**src/hdl/indexed_record_list_macros.svh**
```systemverilog
// Assertion macros shared by the RTL files.
// Each macro expects clk_i in the scope where it is used; IRL_ASSERT also expects rst_ni.
`ifndef INDEXED_RECORD_LIST_MACROS_SVH
`define INDEXED_RECORD_LIST_MACROS_SVH

`ifndef SYNTH
`define IRL_ASSERT(lbl, prop, msg) \
  lbl: assert property (@(posedge clk_i) disable iff (!rst_ni) prop) else $error(msg);
`define IRL_ASSERT_ALWAYS(lbl, prop, msg) \
  lbl: assert property (@(posedge clk_i) prop) else $error(msg);
`else
`define IRL_ASSERT(lbl, prop, msg)
`define IRL_ASSERT_ALWAYS(lbl, prop, msg)
`endif

`endif

```
**src/hdl/irl_pkg.sv**
```systemverilog
package irl_pkg;

  localparam int Depth       = 64;
  localparam int RecordBytes = 8;
  localparam int RecordW     = RecordBytes * 8;
  localparam int DataW       = 64;
  localparam int OpW         = 3;
  localparam int IdxW        = 7;
  localparam int CapW        = 7;
  localparam int CountOutW   = 7;
  localparam int CountW      = $clog2(Depth + 1);
  localparam int PosW        = $clog2(Depth);
  localparam int CmpW        = (CountW > IdxW) ? CountW : IdxW;

  localparam logic [CapW-1:0] CapReset = CapW'(64);

  typedef enum logic [OpW-1:0] {
    OP_APPEND = 3'd0,
    OP_INSERT = 3'd1,
    OP_DELETE = 3'd2,
    OP_READ   = 3'd3,
    OP_WRITE  = 3'd4
  } op_e;

  typedef enum logic [1:0] {
    PLAN_NONE,
    PLAN_INSERT,
    PLAN_DELETE,
    PLAN_WRITE
  } plan_e;

  typedef enum logic [1:0] {
    CELL_HOLD,
    CELL_LOAD,
    CELL_UP,
    CELL_DOWN
  } cell_op_e;

  typedef struct packed {
    plan_e           kind;
    logic [PosW-1:0] pos;
    logic            rd;
    logic            status;
  } plan_t;

  typedef struct packed {
    cell_op_e op;
    logic     sel;
  } cell_ctl_t;

endpackage

```
**src/hdl/irl_cell.sv**
```systemverilog
module irl_cell (
  input  logic                     clk_i,
  input  irl_pkg::cell_ctl_t       ctl_i,
  input  logic [irl_pkg::RecordW-1:0] new_i,
  input  logic [irl_pkg::RecordW-1:0] lower_i,
  input  logic [irl_pkg::RecordW-1:0] upper_i,
  output logic [irl_pkg::RecordW-1:0] rec_o,
  output logic [irl_pkg::RecordW-1:0] rd_o
);

  logic [irl_pkg::RecordW-1:0] rec_q, rec_d;

  always_comb begin
    unique case (ctl_i.op)
      irl_pkg::CELL_LOAD: rec_d = new_i;
      irl_pkg::CELL_UP:   rec_d = lower_i;
      irl_pkg::CELL_DOWN: rec_d = upper_i;
      default:            rec_d = rec_q;
    endcase
  end

  always_ff @(posedge clk_i) begin
    rec_q <= rec_d;
  end

  assign rec_o = rec_q;
  // only the addressed cell drives the read bus
  assign rd_o  = ctl_i.sel ? rec_q : '0;

endmodule

```
**config.mk**
```make
export PLATFORM = sky130hd
export DESIGN_NAME = irl_cell
export DESIGN_NICKNAME = d
export VERILOG_FILES = /design/src/hdl/indexed_record_list_macros.svh /design/src/hdl/irl_pkg.sv /design/src/hdl/irl_cell.sv
export SDC_FILE = /design/constraint.sdc
export NUM_CORES = 1
export LEC_CHECK = 0
export CAP_MARGIN = 5
export CORE_AREA = 4 4 125 127
export DETAILED_ROUTE_END_ITERATION = 8
export DIE_AREA = 0 0 129 131
export DONT_BUFFER_PORTS = 1
export MAX_ROUTING_LAYER = met4
export SETUP_SLACK_MARGIN = 0.5
export SYNTH_ARGS = -nofsm -noshare
export SYNTH_HDL_FRONTEND = slang
export SYNTH_SLANG_ARGS = --single-unit
```
**constraint.sdc**
```tcl
create_clock -name clk_i -period 3.01 [get_ports clk_i]
set_input_delay 0.1505 -clock clk_i [delete_from_list [all_inputs] [get_ports clk_i]]
set_output_delay 0.1505 -clock clk_i [all_outputs]
set_load 0.01 [all_outputs]
```
# Yosys cells after proc, flatten, opt, wreduce, memory -nomap -nowiden
# Index checks and enable logic that the tools add are counted.
# word_totals
word_cells	7
ff_bits	64
in_bits	196
out_inout_bits	128
# op_classes
muxes	2
reduce_logical	1
n_eq_ne	3
# op_table
cell	n
$pmux 64 s3	1
$mux 64	1
$eq 2x2->1 const B	2
$reduce_bool 3->1	1
$eq 2x1->1 const B	1

# Depth between registers and ports, before layout
# Gate-level depths: netlist (run 1).
# depth
depth_word	2
ltp_mapped	4
mapped_depth_nobuf	2

# Worst setup path before layout (run 1)
# No wires, ideal clock.
# synth_path
path_type	input port to flip-flop
start	input ctl_i[1] (netlist name)
end	register rec_q (netlist bit rec_o[0]), enable pin
cell_stages	3
path_slack_ps	676
t_arrival_ps	1908
setup_time_ps	426
required_ps	2584
n_path_buf	2
cell_sequence	buf_6 -> buf_8 -> or2_1
# synth_via
elab_chain_len	2
elab_cells_between_ends	4
classes_between	eq/ne (3); reduce/logical (1)
# synth_lines
element	line_no	source
start, declared	irl_cell.sv:3	input irl_pkg::cell_ctl_t ctl_i,
$eq 2x2->1 or $eq 2x1->1 (tied branches)	irl_cell.sv:14	unique case (ctl_i.op)
$reduce_bool 3->1 (no source line) *	--	
end signal, assigned	irl_cell.sv:23	rec_q <= rec_d;
end, declared	irl_cell.sv:11	logic [irl_pkg::RecordW-1:0] rec_q, rec_d;
# Every way passes the cells marked *; elsewhere a longest branch is shown, timed or not.
# A chain may end at the register's enable or synchronous reset.

# Final worst setup path (run 1)
# layout_path
start	register rec_q (netlist bit rec_o[63])
end	output rd_o[63] (netlist name)
# layout_via
elab_chain_len	1
# layout_lines
element	line_no	source
$mux 64	irl_cell.sv:28	assign rd_o = ctl_i.sel ? rec_q : '0;
end, declared	irl_cell.sv:8	output logic [irl_pkg::RecordW-1:0] rd_o
# Every way passes these cells.

==> results.yml, run 1 <==
logic_synthesis:
  syn-num-nets: 544
  syn_area_per_cell_sq_um: 10.7
  syn-instance-count: 348
  synthTopCellsByArea: "edfxtp_1 52%, mux2i_1 17%, and2_1 11%"
  synth_top_area_share_pct: 51.8
  synthArstFlopShare_pct: 0
  synth_edf_count: 64
  synth_cell_types: 11
  synth_area_leader_cell: "edfxtp_1"
  synth_ff_type: "edfxtp_1"
  synth_common_cells: "64 x a21oi_1, 64 x and2_1, 64 x edfxtp_1, 64 x mux2i_1, 64 x nor2_1"
  synth-seq-area-share_pct: 51.8
  synth_seq_cells: 64
  syn_area_sq_um: 3710
  yosysWarnings: 0
sta:
  finalSetupTns_ps: 0
  fin_crit_ps: 1210
  worst_slew_pin_slew_ps: 912
  setup_ws_ps: 1800
  drv_slew: 0
  finalCritPeriodShare_pct: 40.2
  slew-limit-headroom_pct: 39.2
  final-hold-violation-count: 0
  setup_violations: 0
  rsz0062_at_grt: "no"
  fmax_mhz: 826
pwr:
  seqPwrFrac_pct: 49.9
  pwr_density_cell_nw_per_um2: 614
  p_clk_share_pct: 40.3
  design_power_total_mw: 2.48
  static-leakage-power_nw: 1.55
  p_sw_share_pct: 25.2
  ir_worst_vdd_v: 0.000261
  power.internal_mw: 1.86
  power_switching_mw: 0.626
  combPwrFrac_pct: 9.8
setup_path:
  crit_chain: "and2_1"
  worst-setup-path-type: "reg2out"
  critPathRequiredTime_ps: 2860
  crit_family: "flip-flops"
  critPathMaxFanout: 2
  start_kind: "flip-flop"
  critPathMaxStageDelay_ps: 490
  crit_path_top_delay_cell: "edfxtp_1"
  crit_arrival_ps: 1060
  path_buf_inv: 0
  cp-end-kind: "output pin"
run:
  drv_cap: 0
clocking:
  holdBufCountCts: 0
  clock-root-buffer: "clkbuf_16"
  cts_resized: 0
  numCtsBuffers: 9
  clkSinkCount: 64
  cts_setup_buffers: 0
  clk_path_buf_depth: 2
  clk_pin_slew_worst_paths_ps: 50
  cts_tree: "built"
  h-tree-depth: 3
grt:
  grt_pass1_vias: 2425
  grt_pass1_wl_um: 13500
  antenna_found_initial: 0
  grt_usage_pct: 11.1
  grt_max_degree: 130
  grt_overflow: 0
route:
  drt_iter0_drc: 141
  avgViaCountPerCell: 5.04
  postRouteAntennaNets: 0
  vias: 2626
  wirelength_um: 10300
  firstDrtPassIters: 4
  wl_per_cell_um: 19.7
  drc_errors: 0
worst_hold_path:
  hold_end: "rec_o[6]"
  min_path_type: "in2reg"
  min_from: "ctl_i[2]"
  hold-path-cell-count: 1
layout:
  seq_area_sq_um: 1920
  antenna_cells: 0
  fin_area_sq_um: 4040
  largest_reg_flops: 64
  drive_gt1_share_pct: 3.86
  n_fill_cell: 1486
  multi_input_area_sq_um: 1610
  syn2layout_area_growth_pct: 9.04
  final_util_pct: 28.0
  num-nets-final: 528
placed_design:
  place.gp.congestion: 0.791
  port_buffers: 0
  dp_hpwl_um: 7540
  post_dp_cell_area_sq_um: 3760
  dpl_worst_slack_ps: 1680
floorplan:
  core-area_sq_um: 14400
  die_area_sq_um: 16900
  fp.dieH_um: 131
  start_util_pct: 25.7
  die_width_um: 129
  rows: 44
  io_pins: 324
status:
  status: "finished clean"
==> cells in the final DEF (no fill, tap or decap) <==
master	n
mux2i_1	64
nor2_1	64
a21oi_1	64
and2_1	64
edfxtp_1	64
clkbuf_16	9
clkinv_1	2
clkinv_2	2
clkbuf_1	2
or2_4	1
bufinv_16	1
==> area by class of cell <==
class	count	share of cell area (%)
flip-flops and latches	64	47.5
clock buffers	11	5.76
clock inverters	5	1.18
multi-input cells	257	39.8
well taps	184	5.69
==> how the worst max path moves through the flow <==
stage,from,to,slack [ps],cells after the start
2_1_floorplan,ctl_i[1],rec_o[0],680,3
3_3_place_gp,ctl_i[1],rec_o[56],1720,1
3_5_place_dp,ctl_i[1],rec_o[2],1680,1
4_1_cts,rec_o[63],rd_o[63],1730,1
5_1_grt,rec_o[63],rd_o[63],1720,1
6_report,rec_o[63],rd_o[63],1800,1
==> power by group through the flow <==
stage | Combinational, mW | Clock (mW) | Sequential (mW)
2_1_floorplan | 0.269 | 0 | 1.22
3_3_place_gp | 0.246 | 0 | 1.26
3_5_place_dp | 0.249 | 0 | 1.26
4_1_cts | 0.249 | 1.04 | 1.24
5_1_grt | 0.271 | 1.09 | 1.25
6_report | 0.244 | 1.00 | 1.24
==> stage by stage <==
| step | instances | hold WS [ps] |
|---|---|---|
| after global routing | 521 | 19.0 |
| after CTS | 521 | 12.0 |
| after detailed placement | 505 | 374 |
| after global placement | 505 | 373 |
| after floorplan | 348 | 380 |
| final | 521 | 44.2 |
==> routing by layer <==
layer	up-vias	track usage, %	part of all wire (%)
met5	-	-	0
met4	0	4.63	1.4
met3	7	3.25	8.8
met2	174	18.1	52
met1	1251	12.8	38
li1	1194	-	-
==> logic make-up after synthesis <==
logic type             Yosys count  synth area share, %
and+or+nand+nor                129                 17.4
AOI/OAI and AO/OA               64                 8.64
DFF                             64                 51.8
buffers and inverters           27                 4.79
muxes                           64                 17.3
Power figures use the tool's default switching activity.
==> run 2: changes to the inputs <==
--- a/config.mk
+++ b/config.mk
@@ -5,10 +5,11 @@
 export SDC_FILE = /design/constraint.sdc
 export NUM_CORES = 1
 export LEC_CHECK = 0
+export ABC_AREA = 1
 export CAP_MARGIN = 5
-export CORE_AREA = 4 4 125 127
+export CORE_AREA = 4 4 122 124
 export DETAILED_ROUTE_END_ITERATION = 8
-export DIE_AREA = 0 0 129 131
+export DIE_AREA = 0 0 126 128
 export DONT_BUFFER_PORTS = 1
 export MAX_ROUTING_LAYER = met4
 export SETUP_SLACK_MARGIN = 0.5
==> constraint.sdc (replaced) <==
create_clock -name clk_i -period 1.2 [get_ports clk_i]
set_input_delay 0.06 -clock clk_i [delete_from_list [all_inputs] [get_ports clk_i]]
set_output_delay 0.06 -clock clk_i [all_outputs]
set_load 0.01 [all_outputs]
==> results.yml, run 2 <==
status:
  status: "aborted with a tool error"
  haltStage: "clock tree synthesis (4_1_cts)"
  firstError: "[ERROR RSZ-0060] Max buffer count reached."
logic_synthesis:
  syn_area_sq_um: 4010
  synth_seq_cells: 64
  synth_area_leader_cell: "edfxtp_1"
  synthArstFlopShare_pct: 0
  synth_cell_types: 11
  synthTopCellsByArea: "edfxtp_1 48%, nand3_1 24%, nand2_1 12%"
  syn_area_per_cell_sq_um: 8.13
  yosysWarnings: 0
  synth_ff_type: "edfxtp_1"
  synth_top_area_share_pct: 48.0
  synth-seq-area-share_pct: 48.0
  synthMostInstantiatedCell: "nand3_1"
  synth_common_cells: "192 x nand3_1, 128 x nand2_1, 65 x inv_1"
  syn-num-nets: 689
  synth_edf_count: 64
  syn-instance-count: 493
floorplan:
  io_pins: 324
  rows: 43
  fp.dieH_um: 128
  die_width_um: 126
  start_util_pct: 29.1
clocking:
  clock-root-buffer: "clkbuf_16"
  clk_path_buf_depth: 2
  h-tree-depth: 3
  cts_resized: 59
  clkSinkCount: 64
  holdBufCountCts: 131
  numCtsBuffers: 9
  cts_setup_buffers: 0
placed_design:
  dpl.cell_count: 635
  place.gp.congestion: 0.841
  dp_hpwl_um: 9620
  port_buffers: 0
  post_dp_cell_area_sq_um: 4500
[run 2: cells by family after synthesis]
kind of cell / synth area share [%]
AND/OR/NAND/NOR: 36.1
buffers and inverters: 15.9
flip-flops: 48.0
[run 2: through the flow]
step | setup WS [ps] | utilization, % | hold slack, ps
after floorplan | 240 | - | 256
after global placement | 308 | 32.7 | 221
after detailed placement | 298 | 32.7 | 218
==> run 3: changes to the inputs <==
--- a/config.mk
+++ b/config.mk
@@ -11,8 +11,7 @@
 export DETAILED_ROUTE_END_ITERATION = 8
 export DIE_AREA = 0 0 126 128
 export DONT_BUFFER_PORTS = 1
-export MAX_ROUTING_LAYER = met4
-export SETUP_SLACK_MARGIN = 0.5
+export PLACE_DENSITY_LB_ADDON = 0.15
 export SYNTH_ARGS = -nofsm -noshare
 export SYNTH_HDL_FRONTEND = slang
 export SYNTH_SLANG_ARGS = --single-unit
==> results.yml, run 3 <==
logic_synthesis:
  synth_common_cells: "192 x nand3_1, 128 x nand2_1, 65 x inv_1"
  synth_ff_type: "edfxtp_1"
  syn-num-nets: 689
  synth-seq-area-share_pct: 48.0
  syn-instance-count: 493
  synth_edf_count: 64
  synth_area_leader_cell: "edfxtp_1"
  synth_top_area_share_pct: 48.0
  synthArstFlopShare_pct: 0
  synth_cell_types: 11
  synth_seq_cells: 64
  synthMostInstantiatedCell: "nand3_1"
  syn_area_sq_um: 4010
  syn_area_per_cell_sq_um: 8.13
  yosysWarnings: 0
  synthTopCellsByArea: "edfxtp_1 48%, nand3_1 24%, nand2_1 12%"
floorplan:
  start_util_pct: 29.1
  fp.dieH_um: 128
  rows: 43
  die_width_um: 126
  io_pins: 324
clocking:
  cts_resized: 0
  holdBufCountCts: 130
  numCtsBuffers: 9
  clk_path_buf_depth: 2
  clock-root-buffer: "clkbuf_16"
  cts_setup_buffers: 0
  h-tree-depth: 3
  clkSinkCount: 64
status:
  firstError: "[ERROR RSZ-0060] Max buffer count reached."
  status: "aborted with a tool error"
  haltStage: "clock tree synthesis (4_1_cts)"
placed_design:
  place.gp.congestion: 0.832
  dp_hpwl_um: 9480
  port_buffers: 0
## run 3: cell counts after synthesis
Identical to the previous run, type by type.
## run 3: kinds of logic after synthesis
family / after synthesis / synth area share, %
flops: 64 / 48.0
buf+inv: 108 / 15.9
simple gates: 321 / 36.1
## run 3: metrics by stage
| step | utilization, % | hold slack, ps | cell area [sq um] | setup slack, ps | cells |
|---|---|---|---|---|---|
| after floorplan | - | 257 | 4020 | 36.5 | 493 |
| after global placement | 28.4 | 220 | 3910 | 263 | 634 |
| after detailed placement | 28.4 | 219 | 3910 | 259 | 634 |
