===== src/hdl/indexed_record_list_macros.svh =====
// Assertion macros shared by the RTL files.
// Each macro expects clk_i in the scope where it is used; IRL_ASSERT also expects rst_ni.
`ifndef INDEXED_RECORD_LIST_MACROS_SVH
`define INDEXED_RECORD_LIST_MACROS_SVH

`ifndef SYNTH
`define IRL_ASSERT(lbl, prop, msg) \
  lbl: assert property (@(posedge clk_i) disable iff (!rst_ni) prop) else $error(msg);
`define IRL_ASSERT_ALWAYS(lbl, prop, msg) \
  lbl: assert property (@(posedge clk_i) prop) else $error(msg);
`else
`define IRL_ASSERT(lbl, prop, msg)
`define IRL_ASSERT_ALWAYS(lbl, prop, msg)
`endif

`endif


===== src/hdl/irl_pkg.sv =====
package irl_pkg;

  localparam int Depth       = 64;
  localparam int RecordBytes = 8;
  localparam int RecordW     = RecordBytes * 8;
  localparam int DataW       = 64;
  localparam int OpW         = 3;
  localparam int IdxW        = 7;
  localparam int CapW        = 7;
  localparam int CountOutW   = 7;
  localparam int CountW      = $clog2(Depth + 1);
  localparam int PosW        = $clog2(Depth);
  localparam int CmpW        = (CountW > IdxW) ? CountW : IdxW;

  localparam logic [CapW-1:0] CapReset = CapW'(64);

  typedef enum logic [OpW-1:0] {
    OP_APPEND = 3'd0,
    OP_INSERT = 3'd1,
    OP_DELETE = 3'd2,
    OP_READ   = 3'd3,
    OP_WRITE  = 3'd4
  } op_e;

  typedef enum logic [1:0] {
    PLAN_NONE,
    PLAN_INSERT,
    PLAN_DELETE,
    PLAN_WRITE
  } plan_e;

  typedef enum logic [1:0] {
    CELL_HOLD,
    CELL_LOAD,
    CELL_UP,
    CELL_DOWN
  } cell_op_e;

  typedef struct packed {
    plan_e           kind;
    logic [PosW-1:0] pos;
    logic            rd;
    logic            status;
  } plan_t;

  typedef struct packed {
    cell_op_e op;
    logic     sel;
  } cell_ctl_t;

endpackage


===== src/hdl/irl_ctrl.sv =====
`include "indexed_record_list_macros.svh"

module irl_ctrl (
  input  logic                          clk_i,
  input  logic                          rst_ni,
  input  logic                          accept_i,
  input  logic [irl_pkg::OpW-1:0]       operation_i,
  input  logic [irl_pkg::IdxW-1:0]      index_i,
  input  logic                          cfg_valid_i,
  output logic                          cfg_ready_o,
  input  logic [irl_pkg::CapW-1:0]      cfg_capacity_i,
  output irl_pkg::plan_t                plan_o,
  output logic [irl_pkg::CountW-1:0]    held_o,
  output logic [irl_pkg::CountW-1:0]    held_next_o
);

  logic [irl_pkg::CapW-1:0]   cap_q;
  logic [irl_pkg::CountW-1:0] held_q, held_d;
  logic [irl_pkg::CmpW-1:0]   held_x, idx_x, cap_x, lim_x;
  logic                       room;
  irl_pkg::plan_t             plan;

  assign cfg_ready_o = 1'b1;

  always_ff @(posedge clk_i or negedge rst_ni) begin
    if (!rst_ni) begin
      cap_q <= irl_pkg::CapReset;
    end else if (cfg_valid_i) begin
      cap_q <= cfg_capacity_i;
    end
  end

  assign held_x = irl_pkg::CmpW'(held_q);
  assign idx_x  = irl_pkg::CmpW'(index_i);
  assign cap_x  = irl_pkg::CmpW'(cap_q);
  // saturate capacity to the number of cells
  assign lim_x  = (cap_x > irl_pkg::CmpW'(irl_pkg::Depth)) ?
                  irl_pkg::CmpW'(irl_pkg::Depth) : cap_x;
  assign room   = held_x < lim_x;

  always_comb begin
    plan.kind   = irl_pkg::PLAN_NONE;
    plan.pos    = '0;
    plan.rd     = 1'b0;
    plan.status = 1'b1;
    unique case (operation_i)
      irl_pkg::OP_APPEND: begin
        if (room) begin
          plan.kind   = irl_pkg::PLAN_INSERT;
          plan.pos    = held_x[irl_pkg::PosW-1:0];
          plan.status = 1'b0;
        end
      end
      irl_pkg::OP_INSERT: begin
        if (room && idx_x <= held_x) begin
          plan.kind   = irl_pkg::PLAN_INSERT;
          plan.pos    = idx_x[irl_pkg::PosW-1:0];
          plan.status = 1'b0;
        end
      end
      irl_pkg::OP_DELETE: begin
        if (idx_x < held_x) begin
          plan.kind   = irl_pkg::PLAN_DELETE;
          plan.pos    = idx_x[irl_pkg::PosW-1:0];
          plan.status = 1'b0;
        end
      end
      irl_pkg::OP_READ: begin
        if (idx_x < held_x) begin
          plan.pos    = idx_x[irl_pkg::PosW-1:0];
          plan.rd     = 1'b1;
          plan.status = 1'b0;
        end
      end
      irl_pkg::OP_WRITE: begin
        if (idx_x < held_x) begin
          plan.kind   = irl_pkg::PLAN_WRITE;
          plan.pos    = idx_x[irl_pkg::PosW-1:0];
          plan.status = 1'b0;
        end
      end
      default: begin
        plan.status = 1'b1;
      end
    endcase
  end

  always_comb begin
    unique case (plan.kind)
      irl_pkg::PLAN_INSERT: held_d = held_q + irl_pkg::CountW'(1);
      irl_pkg::PLAN_DELETE: held_d = held_q - irl_pkg::CountW'(1);
      default:              held_d = held_q;
    endcase
  end

  always_ff @(posedge clk_i or negedge rst_ni) begin
    if (!rst_ni) begin
      held_q <= '0;
    end else if (accept_i) begin
      held_q <= held_d;
    end
  end

  assign plan_o      = plan;
  assign held_o      = held_q;
  assign held_next_o = held_d;

  `IRL_ASSERT(a_held_bound, held_q <= irl_pkg::CountW'(irl_pkg::Depth), "count beyond depth")
  `IRL_ASSERT(a_insert_grows, (accept_i && plan.kind == irl_pkg::PLAN_INSERT) |=> (held_q == $past(held_q) + 1'b1), "insert did not grow count")
  `IRL_ASSERT(a_reject_keeps, (accept_i && plan.status) |=> $stable(held_q), "rejected op changed count")

endmodule

===== config.mk =====
export PLATFORM = sky130hd
export DESIGN_NAME = irl_ctrl
export DESIGN_NICKNAME = d
export VERILOG_FILES = /design/src/hdl/irl_pkg.sv /design/src/hdl/irl_ctrl.sv
export VERILOG_INCLUDE_DIRS = /design/src /design/src/hdl
export SDC_FILE = /design/constraint.sdc
export NUM_CORES = 1
export LEC_CHECK = 0
export ABC_CLOCK_PERIOD_IN_PS = 4540
export BUFFER_PORTS_ARGS = -buffer_cell sky130_fd_sc_hd__buf_2
export CORE_AREA = 2 2 59 61
export CTS_BUF_LIST = sky130_fd_sc_hd__clkbuf_4 sky130_fd_sc_hd__clkbuf_8
export DETAILED_ROUTE_END_ITERATION = 7
export DIE_AREA = 0 0 61 63
export PLACE_DENSITY = 0.79
export SLEW_MARGIN = 20
export SYNTH_ARGS = -nofsm -noshare
export SYNTH_HDL_FRONTEND = slang
export SYNTH_SLANG_ARGS = --single-unit

===== constraint.sdc =====
create_clock -name clk_i -period 4.54 [get_ports clk_i]
set_input_delay 0.681 -clock clk_i [delete_from_list [all_inputs] [get_ports clk_i]]
set_output_delay 0.681 -clock clk_i [all_outputs]
set_load 0.01 [all_outputs]

Yosys cells after proc, flatten, opt, wreduce, memory -nomap -nowiden
Index checks and enable logic that the tools add are counted.
{"block": "op_classes", "n_reduce_logical": 3, "addsub": 2, "order_cmp": 4, "eq_ne": 6, "bitwise": 0, "div_mod_pow": 0, "shift": 0, "n_mul": 0, "muxes": 14}
{"op": "6-bit one-hot mux with 5 select lines", "n": 1}
{"op": "8-bit two-way mux", "n": 3}
{"op": "7-bit two-way mux", "n": 3}
{"op": "7-bit < comparator", "n": 2}
{"op": "7-bit one-hot mux with 2 select lines", "n": 1}
{"op": "2-bit one-hot mux with 4 select lines", "n": 1}
{"op": "7-bit by 1-bit adder with 7-bit output, second input constant", "n": 1}
{"op": "7-bit > comparator, second input constant", "n": 1}
{"op": "7-bit <= comparator", "n": 1}
{"op": "7-bit by 1-bit subtractor with 7-bit output, second input constant", "n": 1}
{"op": "3-bit by 2-bit == test with 1-bit output, second input constant", "n": 2}
{"op": "1-bit two-way mux", "n": 4}
{"op": "1-bit one-hot mux with 4 select lines", "n": 1}
{"op": "3-bit by 1-bit == test with 1-bit output, second input constant", "n": 1}
{"op": "3-bit == test, second input constant", "n": 1}
{"op": "3-bit logical NOT", "n": 1}
{"op": "2-bit by 1-bit == test with 1-bit output, second input constant", "n": 1}
{"op": "2-bit == test, second input constant", "n": 1}
{"op": "2-bit OR reduction", "n": 1}
{"op": "1-bit logical AND", "n": 1}
{"block": "totals", "mem_bits_ro": 0, "in_bits": 21, "mem_count": 0, "wordCells": 31, "ram_bits": 0, "output_inout_bits": 25, "latchBits": 0, "regBits": 14}

Logic depth before layout (Yosys ltp)
Gate-level depths: netlist of run 1.
{"block": "logic_depth", "word_depth": 8, "mapped_depth": 18}

Least setup slack after synthesis of run 1
No wires, ideal clock.
{"block": "synth_path", "path_kind": "input -> output", "from": "in index_i[4] in the netlist's numbering", "to": "out held_next_o[6] in the netlist's numbering", "path_buffers": 1, "required_time_ns": 3.859, "slack_ns": 0.172, "t_arrival_ns": 3.687, "stages": 13, "path_cell_list": "ha_1 a211oi_1 o21bai_1 nor4_1 ha_1 buf_2 inv_1 fa_1 nor2b_1 o21a_1 o21a_1 o211ai_1 xnor2_1"}
{"element": "start: declaration", "line_no": "irl_ctrl.sv:8", "rtl": "input logic [irl_pkg::IdxW-1:0] index_i,"}
{"element": "end: declaration", "line_no": "irl_ctrl.sv:14", "rtl": "output logic [irl_pkg::CountW-1:0] held_next_o"}

Final worst setup path of run 1
{"block": "layout_path", "from": "reg cap_q[6] in the netlist's numbering", "to": "out held_next_o[6] in the netlist's numbering"}
{"block": "layout_via", "elab_chain_len": 8, "word_cells_on_any_way": 10, "cone_classes": "2 x order compare; 2 x eq/ne; 5 x mux; 1 x reduce/logical"}
{"element": "start: declaration", "line_no": "irl_ctrl.sv:17", "rtl": "logic [irl_pkg::CapW-1:0] cap_q;"}
{"element": "start signal: assignment", "line_no": "irl_ctrl.sv:27", "rtl": "cap_q <= irl_pkg::CapReset;"}
{"element": "start signal: assignment", "line_no": "irl_ctrl.sv:29", "rtl": "cap_q <= cfg_capacity_i;"}
{"element": "7-bit > comparator", "line_no": "irl_ctrl.sv:37", "rtl": "assign lim_x = (cap_x > irl_pkg::CmpW'(irl_pkg::Depth)) ?"}
{"element": "7-bit two-way mux *", "line_no": "irl_ctrl.sv:37"}
{"element": "7-bit < comparator *", "line_no": "irl_ctrl.sv:39", "rtl": "assign room = held_x < lim_x;"}
{"element": "1-bit logical AND", "line_no": "irl_ctrl.sv:55", "rtl": "if (room && idx_x <= held_x) begin"}
{"element": "7-bit two-way mux", "line_no": "irl_ctrl.sv:55"}
{"element": "2-bit one-hot mux with 4 select lines *", "line_no": "irl_ctrl.sv:46", "rtl": "unique case (operation_i)"}
{"element": "2-bit == test / 2-bit by 1-bit == test with 1-bit output (equally long branches)", "line_no": "irl_ctrl.sv:89", "rtl": "unique case (plan.kind)"}
{"element": "7-bit one-hot mux with 2 select lines *", "line_no": "irl_ctrl.sv:89"}
Every way passes the cells marked *; elsewhere a longest branch is shown, timed or not.

==> results of run 1 <==
[worst max-delay path: stages, from the launching register on]
cell and delay [ns]:
dfstp_2 0.55, inv_2 0.07, nand2_1 0.07, ha_1 0.25
a211oi_2 0.22, o21ai_1 0.12, a21oi_4 0.15, a21oi_2 0.07
a211o_1 0.31, ha_4 0.21, ha_1 0.32, nor2b_1 0.14
o21a_1 0.20, o21a_1 0.22, o211ai_1 0.21, xnor2_1 0.14
buf_2 0.14
[cells by family after synthesis]
family	count (synthesis)	synth area share, %
multiplexers	8	5.46
AND/OR/NAND/NOR	62	22.1
AO/OA/AOI/OAI	47	22.9
other	1	0.227
XOR/XNOR	7	3.72
flip-flops	14	21.3
adder cells (fa/ha/maj)	20	15.6
buffers and inverters	29	8.65
[final cells by class]
cell class	instances	area share (%)
Inverter	17	3.18
Timing Repair Buffer	56	15.5
Clock buffer	4	1.81
Multi-Input combinational cell	145	58.9
Tap cell	46	2.87
Sequential cell	14	17.7
[sequential cells by signal (all words and copies together) (netlist names)]
| signal | count |
|---|---|
| held_o | 7 |
| cap_q | 7 |
[report_power, final]
group | switching (mW) | internal (mW) | total (mW) | leakage [nW]
combinational | 0.434 | 0.357 | 0.791 | 0.742
sequential | 0.0413 | 0.161 | 0.203 | 0.164
clock | 0.0391 | 0.0488 | 0.0879 | 0.0210
[path summary, 6_finish.rpt]
kind | start | cells after the start | endpoint
hold reg to reg | cap_q[5]$_DFFE_PN0P_ | 1 | cap_q[5]$_DFFE_PN0P_
min in group clk_i | cap_q[5]$_DFFE_PN0P_ | 1 | cap_q[5]$_DFFE_PN0P_
setup / recovery | cap_q[6]$_DFFE_PN1P_ | 16 | held_next_o[6]
hold / removal | rst_ni | 1 | cap_q[1]$_DFFE_PN0P_
max in group asynchronous | rst_ni | 1 | cap_q[6]$_DFFE_PN1P_
setup reg to reg | cap_q[6]$_DFFE_PN1P_ | 15 | held_o[6]$_DFFE_PN0P_
[what timing repair did]
item / in CTS / in global routing
pin swaps: 0 / 3
setup endpoints to repair: 2 / 4
resized for setup: 1 / 8
hold endpoints to repair: 0 / 0
gates cloned: 0 / 0
setup buffers: 0 / 2
[layer usage]
| metal | track usage, % | wire (µm) |
|---|---|---|
| met1 | 29.3 | 1740 |
| met4 | 4.08 | 12 |
| met2 | 31.7 | 1800 |
| met5 | 0 | 0 |
| met3 | 4.55 | 184 |
[synth_stat cells, types with 2 or more instances]
library cell  instances  area [µm²]
nor4_1                2        12.5
nand3b_1              2        15.0
nand2_1              13        48.8
o21ai_1               2        10.0
buf_2                 3        15.0
a21oi_1               4        20.0
nand3_1              11        55.1
nor2_1                5        18.8
a211o_1               3        26.3
o211ai_1              4        30.0
a211oi_1              4        30.0
o21bai_1              3        22.5
buf_4                 4        30.0
a21oi_2               2        17.5
nor3b_1               5        37.5
ha_1                 19         238
clkbuf_1              3        11.3
a21oi_4               2        32.5
buf_6                 2        22.5
or3_1                 2        12.5
o21a_1                2        15.0
nor3b_2               2        25.0
mux2_2                8        90.1
dfrtp_1              13         325
xnor2_1               6        52.6
o21ai_0               8        40.0
nand2b_1              9        56.3
inv_1                17        63.8
o221ai_1              6        52.6
nor3_1                3        15.0
[per-stage QoR]
| stage | instances | setup WS (ns) | TNS (ns) | util (%) |
|---|---|---|---|---|
| after global routing | 282 | -0.0113 | -0.0187 | 62.0 |
| after detailed placement | 276 | 0.0405 | 0 | 59.5 |
| final | 282 | 0.193 | 0 | 62.0 |
| after floorplan | 188 | 0.172 | 0 | - |
| after global placement | 276 | 0.133 | 0 | 59.5 |
| after CTS | 280 | 0.0432 | 0 | 60.7 |
==> impl_metrics.json, run 1 <==
{
  "cts_tree": "yes",
  "critPathLaunchType": "flop",
  "status": "finished, final reports clean",
  "powerDensity_mw_per_mm2": 540,
  "grt_max_degree": 15,
  "regToRegSetupSlack_ns": 1.01,
  "insertion_delay_ns": 0.28,
  "clock_sinks": 14,
  "holdBufCountCts": 0,
  "path_class": "flop to output pin",
  "seq_area_um2": 355,
  "report.final.slew_viol_count": 0,
  "finalSetupViolCount": 0,
  "multi_input_area_mm2": 0.00118,
  "hold_violations": 0,
  "stdcell_area_mm2": 0.00200,
  "htreeDepth": 1,
  "max-clock-path-buffers": 2,
  "die_h_um": 63,
  "start_util_pct": 51.0,
  "ant_nets": 0,
  "grtUsageTotal_pct": 20.6,
  "required_ns": 3.86,
  "max-cap-violations": 0,
  "grt_pass1_wl_um": 6150,
  "placed_area_mm2": 0.00192,
  "ys_seq_elements": 14,
  "yosysWarnings": 0,
  "avgViaCountPerCell": 5.46,
  "antenna_found_initial": 0,
  "cts_root_buf": "clkbuf_4",
  "wirelength_um": 3740,
  "synth_flop_cell": "dfrtp_1",
  "die_w_um": 61,
  "endpoint_kind": "output pin",
  "synth-async-reset-ratio_pct": 100,
  "worstMarginPinSlew_ns": 0.531,
  "netlist_area_mm2": 0.00165,
  "total_power_mw": 1.08,
  "cts_inserted_buffers": 3,
  "fin_nets": 278,
  "drt-initial-drc-count": 99,
  "core_area_mm2": 0.00323,
  "final_common_cell": "buf_2",
  "clock_skew_ns": 0.000789,
  "grt_pass1_vias": 1369,
  "port_buffers": 44,
  "fmax_mhz": 230,
  "dp_hpwl_um": 3000,
  "n_antenna_cell": 0,
  "synthToLayoutAreaGrowth_pct": 21.5,
  "ios": 46,
  "relSlewSlack_pct": 64.3,
  "avgSynthCellArea_um2": 8.77,
  "synth-seq-area-share_pct": 21.3,
  "hold_slack_ns": 0.283,
  "grt.overflow.total": 0,
  "place_congestion": 0.856,
  "clk_pin_slew_ns": 0.08,
  "synth_nets": 229,
  "netlist_instances": 188,
  "synth-edff-count": 0,
  "fp-row-count": 21,
  "cp_max_fo": 9,
  "fin_crit_ns": 4.35,
  "min_path_type": "input pin to asynchronous set/reset pin",
  "grt_setup_unrepaired": "yes",
  "fin_crit_sh_pct": 95.7,
  "p_leak_nw": 0.927,
  "ys_types": 49,
  "first_pass_iters": 6,
  "route.detailed.drc": 0,
  "drive_gt1_share_pct": 38.1,
  "layout_common_cells": "44 x buf_2, 18 x ha_1, 16 x inv_1",
  "worstPathArrival_ns": 3.67,
  "wl_per_cell_um": 13.3,
  "die_area_mm2": 0.00384,
  "peakVddDrop_mv": 0.321,
  "n_fill_cell": 302,
  "via_count": 1540
}
No activity file was read; power rests on OpenSTA's default activity.
==> run 2, diff against run 1 <==
Settings changed: ABC_CLOCK_PERIOD_IN_PS 4540 to 3500, CORE_AREA 2 2 59 61 to 2 2 62 64, DIE_AREA 0 0 61 63 to 0 0 64 66, PLACE_DENSITY 0.79 to 0.75.
Clock period 4.54 ns to 3.5 ns, I/O delays scaled along.
==> run 2 against run 1 <==
The flow now finishes with violations (setup timing). Worst hold slack got worse by 0.15 ns. Clock-buffer cell count unchanged. Combinational power is 120% higher. Non-clock buffer count grew 55. Largest power group unchanged. Sequential share of layout area decreased by 4.6 points. Critical endpoint unchanged.
==> impl_metrics.json, run 2 (synthesis gave the netlist of run 1 again) <==
{
  "status": "complete, but fails checks",
  "violations": "setup timing",
  "drt-initial-drc-count": 108,
  "min_path_type": "input pin to asynchronous set/reset pin",
  "wl_per_cell_um": 17.0,
  "worstPathArrival_ns": 3.44,
  "fin_setup_tns_ns": -1.97,
  "cts_inserted_buffers": 3,
  "p_leak_nw": 1.24,
  "wirelength_um": 5780,
  "clock_sinks": 14,
  "path_class": "flop to output pin",
  "layout_common_cells": "58 x buf_4, 43 x buf_2, 11 x inv_1, 11 x nand2_1",
  "insertion_delay_ns": 0.28,
  "clk_pin_slew_ns": 0.09,
  "ios": 46,
  "cp_max_fo": 7,
  "cts_root_buf": "clkbuf_4",
  "drive_gt1_share_pct": 60.5,
  "powerDensity_mw_per_mm2": 782,
  "placed_area_mm2": 0.00234,
  "n_antenna_cell": 0,
  "core_area_mm2": 0.00355,
  "place_congestion": 0.853,
  "max-cap-violations": 0,
  "die_w_um": 64,
  "met3_length_um": 234,
  "multi_input_area_mm2": 0.00143,
  "grt_max_degree": 15,
  "ant_nets": 0,
  "start_util_pct": 46.4,
  "final.setup.worst_slack_ns": -0.469,
  "die_h_um": 66,
  "cts_tree": "yes",
  "fin_crit_sh_pct": 113,
  "seq_area_um2": 357,
  "drt-met1-wl_um": 2400,
  "required_ns": 2.97,
  "max-clock-path-buffers": 2,
  "fin_nets": 333,
  "n_fill_cell": 237,
  "grt.overflow.total": 0,
  "antenna_found_initial": 0,
  "route.detailed.drc": 0,
  "grt_pass1_wl_um": 8450,
  "dp_hpwl_um": 3720,
  "hold_slack_ns": 0.134,
  "peakVddDrop_mv": 0.490,
  "synthToLayoutAreaGrowth_pct": 64.2,
  "hold_violations": 0,
  "first_pass_iters": 4,
  "avgViaCountPerCell": 5.50,
  "stdcell_area_mm2": 0.00271,
  "grtUsageTotal_pct": 25.6,
  "htreeDepth": 1,
  "endpoint_kind": "output pin",
  "dpl_worst_slack_ns": -0.341,
  "die_area_mm2": 0.00422,
  "clock_skew_ns": 0.00460,
  "fin_crit_ns": 3.97,
  "via_count": 1866,
  "finalSetupViolCount": 6,
  "critPathLaunchType": "flop",
  "grt_pass1_vias": 1863,
  "highest_layer": "met4",
  "final_common_cell": "buf_4",
  "dr_wl_met2_um": 3070,
  "fmax_mhz": 252,
  "grt_setup_unrepaired": "yes",
  "fp-row-count": 22,
  "port_buffers": 44,
  "report.final.slew_viol_count": 0,
  "total_power_mw": 2.12
}
==> run 2: cell count changes in the layout (fill, tap and decap cells not counted), sizes merged <==
cell,change
buf,+55
==> run 2: area by class of cell <==
type / instances / share of cell area (%)
Inverter: 17 / 2.54
Clock buffer: 4 / 1.11
Multi-Input combinational cell: 145 / 52.8
Timing Repair Buffer: 111 / 28.2
Tap cell: 48 / 2.22
Sequential cell: 14 / 13.2
==> run 2: critical path, cell delays in order (launching register included) <==
cell and delay (ns):
dfstp_2 0.56, inv_4 0.06, nand2_1 0.13, ha_4 0.22, o21ai_2 0.15, o21ai_2 0.09
a21oi_4 0.17, a21oi_4 0.05, a211o_1 0.26, ha_4 0.21, ha_4 0.22, nor2b_1 0.12
o21a_1 0.20, o21a_2 0.24, o211ai_1 0.19, xnor2_1 0.13, buf_2 0.14
==> run 2: stage by stage <==
stage	instances	utilization (%)
2_1_floorplan	188	-
3_3_place_gp	315	65.9
3_5_place_dp	315	65.9
4_1_cts	333	72.4
5_1_grt	339	76.3
6_report	339	76.3
==> run 2: worst paths after layout <==
path,from,endpoint,slack [ns],depth (start not counted)
worst max-delay path,cap_q[6]$_DFFE_PN1P_,held_next_o[6],-0.47,16
worst min-delay path,rst_ni,cap_q[2]$_DFFE_PN0P_,0.13,1
worst min register to register,cap_q[5]$_DFFE_PN0P_,cap_q[5]$_DFFE_PN0P_,0.53,1
min in group clk_i,cfg_capacity_i[2],cap_q[2]$_DFFE_PN0P_,0.47,2
worst max register to register,cap_q[6]$_DFFE_PN1P_,held_o[5]$_DFFE_PN0P_,0.03,19
max in group asynchronous,rst_ni,cap_q[6]$_DFFE_PN1P_,3.06,1
==> run 2: what timing repair did <==
item                                   4_1_cts  5_1_grt
endpoints found under the hold margin        0        0
setup endpoints to repair                    6        8
hold buffers                                 0        0
pin swaps                                   10       18
gates resized for setup                     25       17
setup buffers                               14       10
gates cloned                                 0        0
==> run 2: where the power goes <==
part	internal [mW]	switching [mW]	total, mW	leakage (nW)
Sequential	0.210	0.0423	0.252	0.162
Combinational	0.912	0.846	1.76	1.06
Clock	0.0520	0.0550	0.107	0.0184
Total	1.17	0.944	2.12	1.24
==> run 2: per-layer routing <==
metal,track usage [%],up-vias
met3,4.77,10
met1,28.7,899
met4,8.70,0
li1,-,889
met5,0,-
met2,48.2,68
